$ cat src/rlt_pkg.sv
// ----------------------------------------------------------------------------
// rlt_pkg: shared types and codes for the reentrant lock table
// Status codes, request codes, field widths and the controller/datapath
// command and status bundles.
// ----------------------------------------------------------------------------
package rlt_pkg;

  // Fixed channel field widths
  localparam int KEY_W    = 32;
  localparam int OWNER_W  = 8;
  localparam int DEPTH_W  = 16;
  localparam int IDX_W    = 3;
  localparam int STATUS_W = 3;

  typedef logic [STATUS_W-1:0] status_t;

  // Result status codes
  localparam status_t ST_GRANTED   = 3'd0;
  localparam status_t ST_BUSY      = 3'd1;
  localparam status_t ST_FULL      = 3'd2;
  localparam status_t ST_RELEASED  = 3'd3;
  localparam status_t ST_UNMATCHED = 3'd4;
  localparam status_t ST_NOT_OWNER = 3'd5;
  localparam status_t ST_IGNORED   = 3'd6;
  localparam status_t ST_OVERFLOW  = 3'd7;

  // Request codes
  localparam logic CMD_ACQUIRE = 1'b0;
  localparam logic CMD_RELEASE = 1'b1;

  // Controller to datapath
  typedef struct packed {
    logic load_in;  // capture the request beat
    logic lookup;   // register the key match and free-slot search
    logic commit;   // update the slot and load the result register
  } ctl_cmd_t;

  // Datapath to controller
  typedef struct packed {
    logic out_full; // result register holds a beat not yet taken
  } dp_stat_t;

endpackage

$ cat src/rlt_in_if.sv
// ----------------------------------------------------------------------------
// rlt_in_if: request channel
// Valid/ready channel carrying one lock request per beat.
// ----------------------------------------------------------------------------
interface rlt_in_if;
  logic        valid;
  logic        ready;
  logic        cmd;
  logic [31:0] resource_key;
  logic [7:0]  requester_id;

  modport source (output valid, output cmd, output resource_key, output requester_id,
                  input ready);
  modport sink (input valid, input cmd, input resource_key, input requester_id,
                output ready);
endinterface

$ cat src/rlt_out_if.sv
// ----------------------------------------------------------------------------
// rlt_out_if: result channel
// Valid/ready channel carrying one lock result per beat.
// ----------------------------------------------------------------------------
interface rlt_out_if;
  logic        valid;
  logic        ready;
  logic [2:0]  status;
  logic [2:0]  slot_index;
  logic [15:0] depth_after;

  modport source (output valid, output status, output slot_index, output depth_after,
                  input ready);
  modport sink (input valid, input status, input slot_index, input depth_after,
                output ready);
endinterface

$ cat src/rlt_ctrl.sv
// ----------------------------------------------------------------------------
// rlt_ctrl: request sequencer
// One-hot state machine stepping each request through capture, lookup and
// commit; holds the commit while the result register is still occupied.
// ----------------------------------------------------------------------------
module rlt_ctrl (
  input  logic              clk,
  input  logic              rst_n,
  input  logic              in_valid,
  output logic              in_ready,
  input  logic              out_ready,
  input  rlt_pkg::dp_stat_t stat,
  output rlt_pkg::ctl_cmd_t ctl
);
  import rlt_pkg::*;

  typedef enum logic [2:0] {
    S_IDLE   = 3'b001,
    S_LOOKUP = 3'b010,
    S_UPDATE = 3'b100
  } state_t;

  state_t state_r, state_nxt;
  logic   commit_ok;

  // Commit only when the result register is free or being drained
  assign commit_ok = !stat.out_full || out_ready;

  assign in_ready    = (state_r == S_IDLE);
  assign ctl.load_in = in_valid && (state_r == S_IDLE);
  assign ctl.lookup  = (state_r == S_LOOKUP);
  assign ctl.commit  = (state_r == S_UPDATE) && commit_ok;

  // Next state
  always_comb begin
    state_nxt = state_r;
    case (state_r)
      S_IDLE: begin
        if (in_valid) state_nxt = S_LOOKUP;
      end
      S_LOOKUP: begin
        state_nxt = S_UPDATE;
      end
      S_UPDATE: begin
        if (commit_ok) state_nxt = S_IDLE;
      end
      default: begin
        state_nxt = S_IDLE;
      end
    endcase
  end

  always_ff @(posedge clk) begin
    if (!rst_n) begin
      state_r <= S_IDLE;
    end else begin
      state_r <= state_nxt;
    end
  end

endmodule

$ cat src/rlt_dpath.sv
// ----------------------------------------------------------------------------
// rlt_dpath: lock slot storage and request datapath
// Holds the slot table, runs the parallel key match and free-slot search,
// decides the result and updates at most one slot per request.
// ----------------------------------------------------------------------------
module rlt_dpath #(
  parameter int NUM_SLOTS  = 8,
  parameter int KEY_BITS   = 32,
  parameter int OWNER_BITS = 8,
  parameter int DEPTH_BITS = 16
) (
  input  logic                      clk,
  input  logic                      rst_n,
  input  rlt_pkg::ctl_cmd_t         ctl,
  output rlt_pkg::dp_stat_t         stat,
  input  logic                      in_cmd,
  input  logic [rlt_pkg::KEY_W-1:0]   in_resource_key,
  input  logic [rlt_pkg::OWNER_W-1:0] in_requester_id,
  input  logic                      out_ready,
  output logic                      out_valid,
  output rlt_pkg::status_t          out_status,
  output logic [rlt_pkg::IDX_W-1:0]   out_slot_index,
  output logic [rlt_pkg::DEPTH_W-1:0] out_depth_after
);
  import rlt_pkg::*;

  // Effective widths: the channel fields bound the key and owner
  localparam int KW = (KEY_BITS < KEY_W) ? KEY_BITS : KEY_W;
  localparam int OW = (OWNER_BITS < OWNER_W) ? OWNER_BITS : OWNER_W;
  localparam int DW = DEPTH_BITS;
  localparam int IW = (NUM_SLOTS > 1) ? $clog2(NUM_SLOTS) : 1;
  localparam logic [DW-1:0] DMAX = {DW{1'b1}};

  // Slot table
  logic [NUM_SLOTS-1:0] slot_valid_r;
  logic [KW-1:0]        slot_key_r   [NUM_SLOTS];
  logic [OW-1:0]        slot_owner_r [NUM_SLOTS];
  logic [DW-1:0]        slot_depth_r [NUM_SLOTS];

  // Captured request
  logic          cmd_r;
  logic [KW-1:0] key_r;
  logic [OW-1:0] who_r;

  // Lookup results
  logic          hit_c, free_c;
  logic [IW-1:0] hit_idx_c, free_idx_c;
  logic          hit_r, found_r;
  logic [IW-1:0] sel_r;

  // Decision
  logic [DW-1:0] cur_depth;
  logic [OW-1:0] cur_owner;
  status_t       status_c;
  logic [IW-1:0] idx_c;
  logic [DW-1:0] depth_c;
  logic          wr_en;
  logic [OW-1:0] wr_owner;
  logic [DW-1:0] wr_depth;
  logic [7:0]    idx_ext;
  logic [31:0]   depth_ext;

  // Result register
  logic                out_valid_r, out_valid_nxt;
  status_t             out_status_r;
  logic [IDX_W-1:0]    out_slot_index_r;
  logic [DEPTH_W-1:0]  out_depth_after_r;

  // Request capture
  always_ff @(posedge clk) begin
    if (ctl.load_in) begin
      cmd_r <= in_cmd;
      key_r <= in_resource_key[KW-1:0];
      who_r <= in_requester_id[OW-1:0];
    end
  end

  // Parallel key match and lowest free slot; descending so the lowest wins
  always_comb begin
    hit_c      = 1'b0;
    free_c     = 1'b0;
    hit_idx_c  = '0;
    free_idx_c = '0;
    for (int i = NUM_SLOTS - 1; i >= 0; i--) begin
      if (slot_valid_r[i] && (slot_key_r[i] == key_r)) begin
        hit_c     = 1'b1;
        hit_idx_c = IW'(i);
      end
      if (!slot_valid_r[i]) begin
        free_c     = 1'b1;
        free_idx_c = IW'(i);
      end
    end
  end

  always_ff @(posedge clk) begin
    if (ctl.lookup) begin
      hit_r   <= hit_c;
      found_r <= hit_c || free_c;
      sel_r   <= hit_c ? hit_idx_c : free_idx_c;
    end
  end

  // A freshly claimed slot starts unowned at depth zero
  assign cur_depth = hit_r ? slot_depth_r[sel_r] : '0;
  assign cur_owner = hit_r ? slot_owner_r[sel_r] : '0;

  // Result decision and slot update values
  always_comb begin
    status_c = ST_IGNORED;
    idx_c    = sel_r;
    depth_c  = cur_depth;
    wr_en    = 1'b0;
    wr_owner = cur_owner;
    wr_depth = cur_depth;
    if (key_r == '0) begin
      // empty path: no state change
      status_c = ST_IGNORED;
      idx_c    = '0;
      depth_c  = '0;
    end else if (cmd_r == CMD_ACQUIRE) begin
      if (!found_r) begin
        status_c = ST_FULL;
        idx_c    = '0;
        depth_c  = '0;
      end else begin
        wr_en = 1'b1;  // claims the slot even if the grant fails
        if ((cur_depth != '0) && (cur_owner != who_r)) begin
          status_c = ST_BUSY;
        end else if (cur_depth == DMAX) begin
          status_c = ST_OVERFLOW;
        end else begin
          status_c = ST_GRANTED;
          wr_owner = (cur_depth == '0) ? who_r : cur_owner;
          wr_depth = cur_depth + 1'b1;
          depth_c  = cur_depth + 1'b1;
        end
      end
    end else begin
      if (!hit_r || (cur_depth == '0)) begin
        status_c = ST_UNMATCHED;
        idx_c    = hit_r ? sel_r : '0;
        depth_c  = '0;
      end else if (cur_owner != who_r) begin
        status_c = ST_NOT_OWNER;
      end else begin
        status_c = ST_RELEASED;
        wr_en    = 1'b1;
        wr_depth = cur_depth - 1'b1;
        depth_c  = cur_depth - 1'b1;
      end
    end
  end

  assign idx_ext   = 8'(idx_c);
  assign depth_ext = 32'(depth_c);

  // Slot valid marks
  always_ff @(posedge clk) begin
    if (!rst_n) begin
      slot_valid_r <= '0;
    end else if (ctl.commit && wr_en) begin
      slot_valid_r[sel_r] <= 1'b1;
    end
  end

  // Slot payload
  always_ff @(posedge clk) begin
    if (ctl.commit && wr_en) begin
      slot_key_r[sel_r]   <= key_r;
      slot_owner_r[sel_r] <= wr_owner;
      slot_depth_r[sel_r] <= wr_depth;
    end
  end

  // Result register
  always_comb begin
    out_valid_nxt = out_valid_r;
    if (ctl.commit) begin
      out_valid_nxt = 1'b1;
    end else if (out_ready) begin
      out_valid_nxt = 1'b0;
    end
  end

  always_ff @(posedge clk) begin
    if (!rst_n) begin
      out_valid_r <= 1'b0;
    end else begin
      out_valid_r <= out_valid_nxt;
    end
  end

  always_ff @(posedge clk) begin
    if (ctl.commit) begin
      out_status_r      <= status_c;
      out_slot_index_r  <= idx_ext[IDX_W-1:0];
      out_depth_after_r <= depth_ext[DEPTH_W-1:0];
    end
  end

  assign stat.out_full   = out_valid_r;
  assign out_valid       = out_valid_r;
  assign out_status      = out_status_r;
  assign out_slot_index  = out_slot_index_r;
  assign out_depth_after = out_depth_after_r;

endmodule

$ cat src/reentrant_lock_table_unit.sv
// ----------------------------------------------------------------------------
// reentrant_lock_table_unit: table of reentrant locks keyed by resource id
// Top level joining the request sequencer and the slot datapath.
// ----------------------------------------------------------------------------
// Usage:
//   in_ch carries requests (cmd: acquire or release, resource_key,
//   requester_id); out_ch returns one result beat per request (status,
//   slot_index, depth_after). Both are valid/ready; a beat moves on a rising
//   edge with valid and ready high.
//   Each request passes through three steps: capture, a parallel match of the key
//   against all slots with a lowest-free-slot search, then the slot update
//   that also loads the result register. The result is valid once the
//   update step has committed; the next request is taken only after that
//   commit, paced by the single-request sequencer.
//   A busy lock is not queued: busy is returned and the requester retries.
//   Key zero is ignored. Claimed slots are never freed.
//   Reset (rst_n low, synchronous) empties the table and drops any pending
//   result. When out_ch stalls, the result register holds its beat; the
//   next request is still taken and waits in the update step until the
//   register is drained.
// ----------------------------------------------------------------------------
module reentrant_lock_table_unit #(
  parameter int NUM_SLOTS  = 8,
  parameter int KEY_BITS   = 32,
  parameter int OWNER_BITS = 8,
  parameter int DEPTH_BITS = 16
) (
  input logic         clk,
  input logic         rst_n,
  rlt_in_if.sink      in_ch,
  rlt_out_if.source   out_ch
);
  import rlt_pkg::*;

  ctl_cmd_t ctl;
  dp_stat_t stat;

  // Sequencer
  rlt_ctrl u_ctrl (
    .clk       (clk),
    .rst_n     (rst_n),
    .in_valid  (in_ch.valid),
    .in_ready  (in_ch.ready),
    .out_ready (out_ch.ready),
    .stat      (stat),
    .ctl       (ctl)
  );

  // Slot table and decision logic
  rlt_dpath #(
    .NUM_SLOTS  (NUM_SLOTS),
    .KEY_BITS   (KEY_BITS),
    .OWNER_BITS (OWNER_BITS),
    .DEPTH_BITS (DEPTH_BITS)
  ) u_dpath (
    .clk             (clk),
    .rst_n           (rst_n),
    .ctl             (ctl),
    .stat            (stat),
    .in_cmd          (in_ch.cmd),
    .in_resource_key (in_ch.resource_key),
    .in_requester_id (in_ch.requester_id),
    .out_ready       (out_ch.ready),
    .out_valid       (out_ch.valid),
    .out_status      (out_ch.status),
    .out_slot_index  (out_ch.slot_index),
    .out_depth_after (out_ch.depth_after)
  );

endmodule

$ cat src/flat_wrapper.sv
// flat-port wrapper written by rule: the top's interface ports become plain ports
module reentrant_lock_table_unit_flat import rlt_pkg::*;
#(
  parameter int NUM_SLOTS  = 8,
  parameter int KEY_BITS   = 32,
  parameter int OWNER_BITS = 8,
  parameter int DEPTH_BITS = 16
)
  (clk, rst_n, in_ch_valid, in_ch_cmd, in_ch_resource_key, in_ch_requester_id, in_ch_ready, out_ch_valid, out_ch_status, out_ch_slot_index, out_ch_depth_after, out_ch_ready);
  rlt_in_if in_ch_i ();
  rlt_out_if out_ch_i ();
  input logic clk;
  input logic rst_n;
  input wire logic [$bits(in_ch_i.valid)-1:0] in_ch_valid;
  input wire logic [$bits(in_ch_i.cmd)-1:0] in_ch_cmd;
  input wire logic [$bits(in_ch_i.resource_key)-1:0] in_ch_resource_key;
  input wire logic [$bits(in_ch_i.requester_id)-1:0] in_ch_requester_id;
  output wire logic [$bits(in_ch_i.ready)-1:0] in_ch_ready;
  output wire logic [$bits(out_ch_i.valid)-1:0] out_ch_valid;
  output wire logic [$bits(out_ch_i.status)-1:0] out_ch_status;
  output wire logic [$bits(out_ch_i.slot_index)-1:0] out_ch_slot_index;
  output wire logic [$bits(out_ch_i.depth_after)-1:0] out_ch_depth_after;
  input wire logic [$bits(out_ch_i.ready)-1:0] out_ch_ready;
  assign in_ch_i.valid = in_ch_valid;
  assign in_ch_i.cmd = in_ch_cmd;
  assign in_ch_i.resource_key = in_ch_resource_key;
  assign in_ch_i.requester_id = in_ch_requester_id;
  assign in_ch_ready = in_ch_i.ready;
  assign out_ch_valid = out_ch_i.valid;
  assign out_ch_status = out_ch_i.status;
  assign out_ch_slot_index = out_ch_i.slot_index;
  assign out_ch_depth_after = out_ch_i.depth_after;
  assign out_ch_i.ready = out_ch_ready;
  reentrant_lock_table_unit #(.NUM_SLOTS(NUM_SLOTS), .KEY_BITS(KEY_BITS), .OWNER_BITS(OWNER_BITS), .DEPTH_BITS(DEPTH_BITS)) u_core (.clk(clk), .rst_n(rst_n), .in_ch(in_ch_i), .out_ch(out_ch_i));
endmodule
$ cat config.mk
export PLATFORM = sky130hd
export DESIGN_NAME = reentrant_lock_table_unit_flat
export DESIGN_NICKNAME = d
export VERILOG_FILES = /design/src/rlt_pkg.sv /design/src/rlt_in_if.sv /design/src/rlt_out_if.sv /design/src/rlt_ctrl.sv /design/src/rlt_dpath.sv /design/src/reentrant_lock_table_unit.sv /design/src/flat_wrapper.sv
export SDC_FILE = /design/constraint.sdc
export NUM_CORES = 1
export LEC_CHECK = 0
export ABC_AREA = 1
export BUFFER_PORTS_ARGS = -buffer_cell sky130_fd_sc_hd__clkbuf_2
export CORE_MARGIN = 5
export CORE_UTILIZATION = 45
export DETAILED_ROUTE_END_ITERATION = 10
export PLACE_DENSITY = 0.62
export RECOVER_POWER = 50
export SLEW_MARGIN = 25
export SYNTH_ARGS = -nofsm -noshare
export SYNTH_HDL_FRONTEND = slang
export SYNTH_SLANG_ARGS = --single-unit
$ cat constraint.sdc
create_clock -name clk -period 10.2 [get_ports clk]
set_input_delay 1.02 -clock clk [delete_from_list [all_inputs] [get_ports clk]]
set_output_delay 1.02 -clock clk [all_outputs]
set_load 0.005 [all_outputs]
After elaboration in Yosys (flattened, before gate mapping)
Memory sizes are Yosys's and may differ from the RTL's. A register that Yosys moved wholly into a read port is not among the register bits.
Index checks and enable logic that the tools add are counted.
{"block": "word_totals", "word_cells": 135, "latch_bits": 0, "inputBits": 45, "mem_count": 3, "mem_bits_ro": 0, "output_inout_bits": 24, "ramBits": 448, "ff_bits": 80}
{"memory": "u_core.u_dpath.slot_key_r", "depth": 8, "width": 32, "rd": 8, "rd_ports_with_merged_regs": 0, "wr": 1, "line_no": "rlt_dpath.sv:36", "text": "logic [KW-1:0] slot_key_r [NUM_SLOTS];"}
{"memory": "u_core.u_dpath.slot_depth_r", "depth": 8, "width": 16, "rd": 1, "rd_ports_with_merged_regs": 1, "wr": 1, "line_no": "rlt_dpath.sv:38", "text": "logic [DW-1:0] slot_depth_r [NUM_SLOTS];"}
{"memory": "u_core.u_dpath.slot_owner_r", "depth": 8, "width": 8, "rd": 1, "rd_ports_with_merged_regs": 1, "wr": 1, "line_no": "rlt_dpath.sv:37", "text": "logic [OW-1:0] slot_owner_r [NUM_SLOTS];"}
{"block": "classes", "n_reduce_logical": 23, "shift": 0, "order_cmp": 2, "add_sub_neg": 2, "n_eq_ne": 15, "mux": 77, "n_mul": 0, "div": 0, "bitwise_logic": 1}
{"cell": "$eq 32x32->1", "n": 8}
{"cell": "$mux 16", "n": 11}
{"cell": "$mux 3", "n": 31}
{"cell": "$mux 8", "n": 7}
{"cell": "$logic_not 32->1", "n": 1}
{"cell": "$mux 1", "n": 26}
{"cell": "$add 16x1->16 const B", "n": 1}
{"cell": "$eq 16x16->1 const B", "n": 1}
{"cell": "$logic_not 16->1", "n": 1}
{"cell": "$reduce_bool 16->1", "n": 1}
{"cell": "$sub 16x1->16 const B", "n": 1}
{"cell": "$logic_and 1x1->1", "n": 13}
{"cell": "$pmux 3 s3", "n": 1}
{"cell": "$ne 8x8->1", "n": 1}
{"cell": "$or 8x8->8", "n": 1}
{"cell": "$lt 3x4->1 const B", "n": 1}
{"cell": "$ne 2x2->1 const B", "n": 2}
{"cell": "$demux 1 s3", "n": 1}
{"cell": "$eq 3x1->1 const B", "n": 1}
{"cell": "$eq 3x2->1 const B", "n": 1}
{"cell": "$eq 3x3->1 const B", "n": 1}
{"cell": "$ge 3x1->1 const B", "n": 1}
{"cell": "$logic_or 1x1->1", "n": 3}
{"cell": "$logic_not 1->1", "n": 2}
{"cell": "other kinds (2)", "n": 2}

Depth between registers and ports, before layout
An unclocked memory read counts as a cell.
{"block": "logic_depth", "ltp_word": 13, "mapped_depth": 23, "mapped_depth_nobuf": 19}

Hierarchy
A second synthesis with hierarchy kept.
{"block": "unflattened", "hier_cells": 2364, "hier_area_um2": 24194.5}
{"module": "rlt_dpath", "cells_per_inst": 2337, "n_inst": 1, "seq_area_each_um2": 15735.1, "area_each_um2": 24028.0}
{"module": "rlt_ctrl", "cells_per_inst": 27, "n_inst": 1, "seq_area_each_um2": 60.1, "area_each_um2": 166.4}

Worst setup path after synthesis
OpenSTA, ideal clock, no wires.
{"block": "synth_path", "kind": "input to register", "start": "in out_ch_ready", "end": "mem u_core.u_dpath.slot_depth_r[7][0] (netlist name), enable pin", "slack_ps": 3233, "setup_ps": 539, "n_path_buf": 0, "stages": 5, "t_arrival_ps": 6428, "t_required_ps": 9661, "cell_sequence": "nor2_1 nor2_1 a21boi_4 nand2_2 nor3_1"}
{"element": "start, declared", "line_no": "flat_wrapper.sv:23", "text": "input wire logic [$bits(out_ch_i.ready)-1:0] out_ch_ready;"}
{"element": "end, declared", "line_no": "rlt_dpath.sv:38"}

==> qor.csv <==
stage,metric,value,unit
synthesis,Cells after Synth,2345,
timing,setup_tns,0,ps
timing,min Tclk post-route,7250,ps
synthesis,Post-Synth Simple-Gate Area,21.2,%
synthesis,mux contribution to synthesized area,0,%
cts,hold_buf cts,0,
power,standby leakage power,10.3,nW
synthesis,compound-gate portion of the synthesized area,5.18,%
detailed_routing,DRC,0,
cts,"Clk pin slew, worst setup/hold paths",70,ps
global_route,first-pass GRT wire length,103,mm
cts,H-tree Lvls,2,
synthesis,Post-synth top flop,edfxtp_1,
die,Core ar.,53600,µm²
detailed_routing,DRT iter0 DRCs,1598,
final_layout,design area,27100,µm²
setup_path,CP required,10440,ps
setup_path,crit-path leading delay family,buffers and inverters,
detailed_routing,TritonRoute pass-1 iters,6,
worst_hold_path,hold path depth,2,
outcome,status,finished with violations,
die,starting density of the core,45.3,%
setup_path,slowest cell on the critical path,clkinv_1,
placement,RePlAce Congestion,0.936,
synthesis,Post-synth EDFFs,516,
setup_path,CP max stage delay,1430,ps
placement,Post-DP Area,25300,µm²
synthesis,main combinational cell family by area after synthesis,simple AND/OR/NAND/NOR gates,
final_layout,non-filler instance count after layout,3174,
power,Max VDD drop,0.000138,V
detailed_routing,DRT antenna net count,0,
final_layout,Area growth syn-to-layout,11.7,%
synthesis,Yosys reg bits,531,
cts,Num Clock Sinks,531,
worst_hold_path,worst min path class,flip-flop to flip-flop,
setup_path,RR Endpoint,u_core.u_dpath.slot_owner_r[5][0],
die,Ports,69,
detailed_routing,Via density,5.50,
die,die height,242,µm
placement,Cells after DPL,3065,
die,Site Rows,85,
detailed_routing,routed length per placed instance,21.5,µm
global_route,GRT Overall Usage,22.8,%
global_route,vias in the first global route,17300,
global_route,Overflow after GRT,0,
setup_path,CP endpoint kind,flip-flop,
setup_path,CP Class,flip-flop to flip-flop,
global_route,largest net degree at the start of global routing,90,
detailed_routing,Vias,17500,
power,power density over the cells,180,nW/µm²
synthesis,Synth Area in Adders,0.103,%
flow_run,max_cap viols,2,
cts,post-CTS setup buffers,0,
timing,RSZ-0062 raised after global routing,false,
timing,Final setup violation count,0,
timing,headroom to the max-slew limit,-73.6,%
setup_path,CP Max Fanout,46,
timing,final hold violations,0,
setup_path,critical path launch point type,flip-flop,
cts,later-pin clock latency in the skew report,620,ps
die,Die Wd,242,µm
timing,fmax,138,MHz
timing,worst-margin pin slew,2600,ps
final_layout,Final nets,2475,
synthesis,Mapped Nets,2392,
timing,fin. max-slew vios,68,
die,Die ar.,58700,µm²
worst_hold_path,Hold Startpoint,u_core.u_dpath.slot_valid_r[7],
worst_hold_path,Hold EP,u_core.u_dpath.slot_valid_r[7],
global_route,initial antenna violation count,0,
synthesis,Post-Synth XOR/XNOR Area,2.67,%
setup_path,WP data arrival,7490,ps
synthesis,Post-synth ARST share,0,%
synthesis,sequential-to-total area share from yosys stat,65.1,%
synthesis,Synth Cell Area,24300,µm²
cts,clock root cell,clkbuf_16,
setup_path,Reg2Reg Depth,15,
timing,worst clock skew,17.6,ps
setup_path,flop-to-flop setup slack,2950,ps
final_layout,most frequent cells in the layout,"nand2_1, edfxtp_1, inv_1",
cts,Post-CTS Resized,0,
setup_path,crit-path most repeated cell,nand3_1,
outcome,failing checks,"capacitance limit, slew limit",
detailed_routing,routed wire length,68.4,mm
synthesis,Synth cell types,44,
cts,clk buf depth,3,
setup_path,cell breakdown of the critical path,clkbuf_1 > clkinv_1 > nand3_1 > nand3_1 > ha_1 > nand3_1 > inv_1 > nand3_1 > nor2_1 > nor2_1 > nor2_2 > nor2_1 > nand2_1 > nor3_2 > buf_4,
cts,CTS tree,built,
setup_path,WP buf/inv,4,
synthesis,"Warnings, synthesis",0,
cts,total CTS buffers,57,
timing,fin crit share,71.1,%
placement,I/O Buffers,68,
placement,HPWL after DPL,42.3,mm
final_layout,"most common cell after layout, fill and taps aside",nand2_1,
final_layout,layout cells sized above 1,8.52,%
synthesis,Mapped Avg Cell Area,10.3,µm²
flip-flops by register name (all words and copies together), names as in the netlist, named ones only:
signal / cells
u_core.u_dpath.out_depth_after: 16
u_core.u_dpath.slot_owner_r: 64
u_core.u_dpath.out_status: 3
u_core.u_dpath.slot_depth_r: 128
u_core.u_dpath.slot_valid_r: 8
u_core.u_dpath.found_r: 1
u_core.u_dpath.hit_r: 1
u_core.u_dpath.cmd_r: 1
u_core.u_dpath.out_slot_index: 3
u_core.u_dpath.key_r: 32
u_core.u_dpath.sel_r: 3
u_core.u_dpath.slot_key_r: 256
u_core.u_dpath.who_r: 8
u_core.u_ctrl.state_r: 3
u_core.u_dpath.out_valid: 1
cell usage after synthesis (3+ instances only):
| master | count | share of area [%] |
|---|---|---|
| a21oi_1 | 37 | 0.76 |
| o211ai_1 | 11 | 0.34 |
| nand3b_1 | 3 | 0.093 |
| buf_4 | 12 | 0.37 |
| or2_2 | 31 | 0.80 |
| xnor2_1 | 47 | 1.7 |
| nand3_2 | 7 | 0.29 |
| nand4_1 | 48 | 1.2 |
| o21ai_0 | 108 | 2.2 |
| a211oi_1 | 5 | 0.15 |
| nand2_1 | 626 | 9.7 |
| nor2_2 | 5 | 0.13 |
| edfxtp_1 | 516 | 64 |
| clkbuf_1 | 31 | 0.48 |
| o22ai_1 | 35 | 0.90 |
| a22o_1 | 8 | 0.29 |
| o21ai_1 | 7 | 0.14 |
| nand3_1 | 205 | 4.2 |
| nor2_1 | 211 | 3.3 |
| o221ai_1 | 3 | 0.11 |
| nand2_2 | 3 | 0.077 |
| nor4_1 | 12 | 0.31 |
| buf_1 | 4 | 0.062 |
| inv_2 | 4 | 0.062 |
| nor3_1 | 37 | 0.76 |
| buf_6 | 12 | 0.56 |
| buf_2 | 27 | 0.56 |
| dfxtp_1 | 15 | 1.2 |
| xor2_1 | 27 | 0.97 |
| inv_1 | 228 | 3.5 |
worst reg2reg max path, delay by kind of cell (launching register included):
kind                     cells  cell delay [ps]
adder cells (fa/ha/maj)      1              290
flip-flops                   1              300
AND/OR/NAND/NOR             10             2810
buffers and inverters        4             3420
metal layers:
| layer | global-route usage [%] | wire (µm) | share of wire [%] | vias up |
|---|---|---|---|---|
| met5 | 0 | 0 | 0 | - |
| li1 | - | - | - | 8170 |
| met3 | 3.19 | 3860 | 5.6 | 175 |
| met2 | 40.2 | 34300 | 50 | 622 |
| met1 | 28.3 | 27400 | 40 | 8488 |
| met4 | 9.58 | 2860 | 4.2 | 0 |
stage by stage:
step	setup slack (ps)	utilization [%]	power [W]	hold slack, ps
after floorplan	3230	-	0.00264	454
after global placement	5020	47.2	0.00276	483
final	2950	50.6	0.00487	487
after CTS	4770	50.9	0.00491	489
after global routing	2500	50.5	0.00502	501
after detailed placement	4780	47.2	0.00276	477
power breakdown:
part	switching, W	internal [W]	total (W)	leakage [nW]
Combinational	0.000214	0.0000695	0.000284	4.59
Clock	0.000879	0.00127	0.00215	0.946
Sequential	0.0000157	0.00242	0.00243	4.81
final cells by class:
cell class | count | area, µm²
diodes | 2 | 5.00
clock buffers | 66 | 1480
clock inverters | 41 | 468
fillers | 4863 | 26500
inverters | 234 | 881
multi-input cells | 1492 | 7070
flip-flops and latches | 531 | 15800
well taps | 696 | 871
repair buffers | 112 | 528
how the worst max path moves through the flow:
stage / startpoint / to / slack [ps] / depth (start not counted)
2_1_floorplan: out_ch_ready / u_core.u_dpath.slot_depth_r[7][0] / 3230 / 5
3_3_place_gp: flip-flop / u_core.u_dpath.slot_key_r[5][24] / 5020 / 14
3_5_place_dp: flip-flop / u_core.u_dpath.slot_key_r[5][30] / 4780 / 16
4_1_cts: flip-flop / u_core.u_dpath.slot_depth_r[5][4] / 4770 / 16
5_1_grt: flip-flop / u_core.u_dpath.slot_owner_r[5][7] / 2500 / 15
6_report: flip-flop / u_core.u_dpath.slot_owner_r[5][0] / 2950 / 15
cell families after synthesis:
logic type	count (synthesis)
AND/OR/NAND/NOR	1196
AO/OA/AOI/OAI	220
flip-flops	531
XOR/XNOR	74
buffers and inverters	322
adder cells (fa/ha/maj)	2
(Power assumes the default switching activity.)
